**config.mk**
```make
export PLATFORM = sky130hd
export DESIGN_NAME = ser_ring_mem
export DESIGN_NICKNAME = d
export VERILOG_FILES = /design/src/hdl/ser_ring_mem.sv
export SDC_FILE = /design/constraint.sdc
export NUM_CORES = 2
export LEC_CHECK = 0
export BUFFER_PORTS_ARGS = -buffer_cell sky130_fd_sc_hd__buf_2
export CAP_MARGIN = 40
export CORE_UTILIZATION = 50
export CTS_BUF_LIST = sky130_fd_sc_hd__clkbuf_8
export DETAILED_ROUTE_END_ITERATION = 12
export PLACE_DENSITY = 0.64
export SETUP_SLACK_MARGIN = 0.15
export SYNTH_ARGS = -nofsm -noshare
export SYNTH_HDL_FRONTEND = slang
export SYNTH_SLANG_ARGS = --single-unit
```
**constraint.sdc**
```tcl
create_clock -name clk -period 15.1 [get_ports clk]
set_input_delay 0 -clock clk [delete_from_list [all_inputs] [get_ports clk]]
set_output_delay 0 -clock clk [all_outputs]
set_load 0.05 [all_outputs]
```
**src/hdl/ser_ring_mem.sv**
```systemverilog
// ser_ring_mem: event payload store, one write port and one registered read port.
// Read data is registered, appears in the cycle after the read enable and holds until the next read.
// No dependencies.
module ser_ring_mem #(
  parameter int DEPTH = 64,
  parameter int WIDTH = 64
) (
  input  logic                     clk,
  input  logic                     wr_en,
  input  logic [$clog2(DEPTH)-1:0] wr_addr,
  input  logic [WIDTH-1:0]         wr_data,
  input  logic                     rd_en,
  input  logic [$clog2(DEPTH)-1:0] rd_addr,
  output logic [WIDTH-1:0]         rd_data
);

  logic [WIDTH-1:0] mem [DEPTH];

  always_ff @(posedge clk) begin
    if (wr_en) begin
      mem[wr_addr] <= wr_data;
    end
  end

  always_ff @(posedge clk) begin
    if (rd_en) begin
      rd_data <= mem[rd_addr];
    end
  end

endmodule

```
==> reports/metrics.cfg <==
[grt]
grt_usage=0.2762
antenna_found_initial=35
grt_pass1_vias=78990
grt.overflow.total=0
grt_max_degree=127
grt_first_pass_wirelength_um=608700

[clocking]
htreeDepth=6
clock_latency_ns=1.25
root_buffer=clkbuf_8
numCtsBuffers=641
cts_num_sinks=4160
ctsResizeCount=0
path_clk_slew_ns=0.06
clock_tree.buffer_depth=4
cts_setup_buffers=0
cts_tree=built
hold_buffers=133

[timing]
max_freq_mhz=245.6
finalCritPeriodShare=0.2696
slew_headroom=0.3021
finalMaxSlewViolations=0
hold_viol_final=0
finClkSkew_ns=0.05644
worst_pin_slew_ns=1.047
finalSetupViolCount=0
tns_ns=0
rsz0062_at_grt=no
min_period_ns=4.071
setup_slack_ns=11.03

[routing]
via_count=78400
drt-wirelength-per-cell_um=36.01
vias_per_cell=6.462
drt_iter0_markers=11010
drt_wl_total_um=436900
first_pass_iters=5
drc=0
drt.antenna.violating_nets=0

[setup_path]
worstSetupPathType=in -> reg
required_ns=16.02
cp.arrival_ns=4.99
crit_path_top_delay_cell=buf_4
max_stage_delay_ns=0.77
cp-end-kind=register
crit_fanout=83
critPathLaunchType=input port
path_cells=buf_12, buf_4, buf_4, buf_4, buf_16, mux4_2, mux2i_1, dlygate4sd3_1, nand2_1, a31oi_1, dlygate4sd3_1, a211oi_1
regToRegSetupSlack_ns=12.26
cpMostUsedCell=buf_4

[synth]
synth_flop_cell=edfxtp_1
yosysSeqAreaShare=0.7957
synth_top_family_by_area=multiplexers
ys_ff_latch=4160
synth.mux.area_fraction=0.1555
yosys.area_share.simple=0.01235
yosys_warnings=0
synth.distinct_cells=32
synth_xor_area_frac=0
avgSynthCellArea_sq_um=23.79
yosys.area_share.adder=0
synth_area_sq_um=157000
synthCells=6598
async_reset_ff_frac=0
synth_compound_gate_area_share=0.02467
synth_nets=6677
synth-edff-count=4160

[floorplanning]
row_count=205
io_pins=143
die_width_um=562.3
core_region_area_sq_um=312200
die_h_um=562.3
initial_core_util=0.5029
die_area_sq_um=316200

[placed_design]
portBuffers=142
placed_area_sq_um=165800
preCtsSetupSlack_ns=9.865
routabilityCongestion=0.7846
dp_hpwl_um=240100

[pwr]
internal-power_w=0.01745
clkPwrFrac=0.381
swShare=0.2317
p_switching_w=0.005262
peakVddDrop_uv=98.62
cellLeakagePower_nw=57.04
pwr_density_cell_nw_per_um2=126.7
p_comb_frac=0.053
p_seq_frac=0.566

[hold_path]
hp-class=in -> reg

[outcome]
status=finished clean

[run]
maxCapViolations=0

[finish]
postLayoutCellArea_sq_um=179300
nNetsFinal=7577
drive_above_1_share=0.2965
area_growth_pct=14.22

## synth_stat cells (all sizes together), types with 28 or more instances
library cell,count,share of area
nor2b,28,0.0011
or3,29,0.0012
nor2,112,0.0027
buf,230,0.0080
a211oi,63,0.0030
nand3,45,0.0014
edfxtp,4160,0.80
a22oi,168,0.0080
o221ai,38,0.0021
mux2i,135,0.0086
clkbuf,140,0.0033
or2,28,0.0011
a22o,88,0.0049
mux4,1024,0.15
nand2,58,0.0014
and3,64,0.0026
o22ai,83,0.0033
## cell usage in the layout (no fill, tap or decap), types with 38 or more instances in the layout
cell type	count
edfxtp_1	4160
mux4_2	1024
clkbuf_8	642
inv_1	252
buf_4	201
a22oi_1	168
dlygate4sd3_1	149
buf_2	139
clkinv_1	136
mux2i_1	135
a22o_1	88
buf_12	84
o22ai_1	83
nor2_4	65
and3_1	64
a211oi_1	63
nand2_1	56
clkinv_2	49
nor2_1	47
nand3_1	45
buf_16	45
o221ai_1	38
## power groups by stage
stage / registers (W) / clock network (W) / logic [W]
finish: 0.0129 / 0.00865 / 0.00121
floorplan: 0.0131 / 0 / 0.000596
CTS: 0.0129 / 0.00876 / 0.00119
global route: 0.0129 / 0.00925 / 0.00127
detailed placement: 0.0131 / 0 / 0.00116
global placement: 0.0131 / 0 / 0.00109
## sequential cells by signal (all words and copies together), names as in the netlist
register and cells:
mem 4096, rd_data 64
## per-stage QoR
step,cells,total power [W],hold WS (ns),util
2_1_floorplan,6598,0.01373,0.09887,-
3_3_place_gp,10720,0.01419,0.2680,0.5235
3_5_place_dp,10830,0.01425,0.2364,0.5312
4_1_cts,12090,0.02282,0.0006765,0.5726
5_1_grt,12130,0.02337,0.08322,0.5744
6_report,12130,0.02271,0.05906,0.5744
## worst paths after layout
| check | startpoint | endpoint | cells past startpoint |
|---|---|---|---|
| worst max-delay path | rd_addr[0] | rd_data[22]$_DFFE_PP_ | 12 |
| worst min-delay path | rd_addr[0] | rd_data[53]$_DFFE_PP_ | 5 |
| worst max register to register | mem[8][18]$_DFFE_PP_ | rd_data[18]$_DFFE_PP_ | 6 |
| worst min register to register | mem[47][2]$_DFFE_PP_ | rd_data[2]$_DFFE_PP_ | 4 |
## cell families (layout without fill, tap and decap cells)
group                  Yosys count  count (layout)
AOI/OAI and AO/OA              504             504
buffers and inverters          389            1773
DFF                           4160            4160
muxes                         1159            1159
other                            0              10
and+or+nand+nor                386             386
## critical path: cells and delay by family
family	cells	cell delay [ns]
and+or+nand+nor	1	0.06
AOI/OAI and AO/OA	2	0.24
muxes	2	0.67
buffers and inverters	7	3.85
## layout make-up
cell class	instances	area, sq um
flip-flops and latches	4160	124900
fillers	22330	132800
repair buffers	627	6748
well taps	4140	5180
clock inverters	485	2749
multi-input cells	2049	30780
inverters	19	71.32
clock buffers	642	8836
diodes	10	25.02
## routing by layer
metal / track usage / up-vias / wire (um) / share of wire
met5: 0 / - / 53 / 0.00012
met4: 0.08668 / 8 / 14380 / 0.033
met3: 0.05498 / 817 / 45120 / 0.10
met2: 0.4435 / 4734 / 212100 / 0.49
met1: 0.3855 / 42370 / 165300 / 0.38
li1: - / 30470 / - / -
No activity file was read; power rests on OpenSTA's default activity.
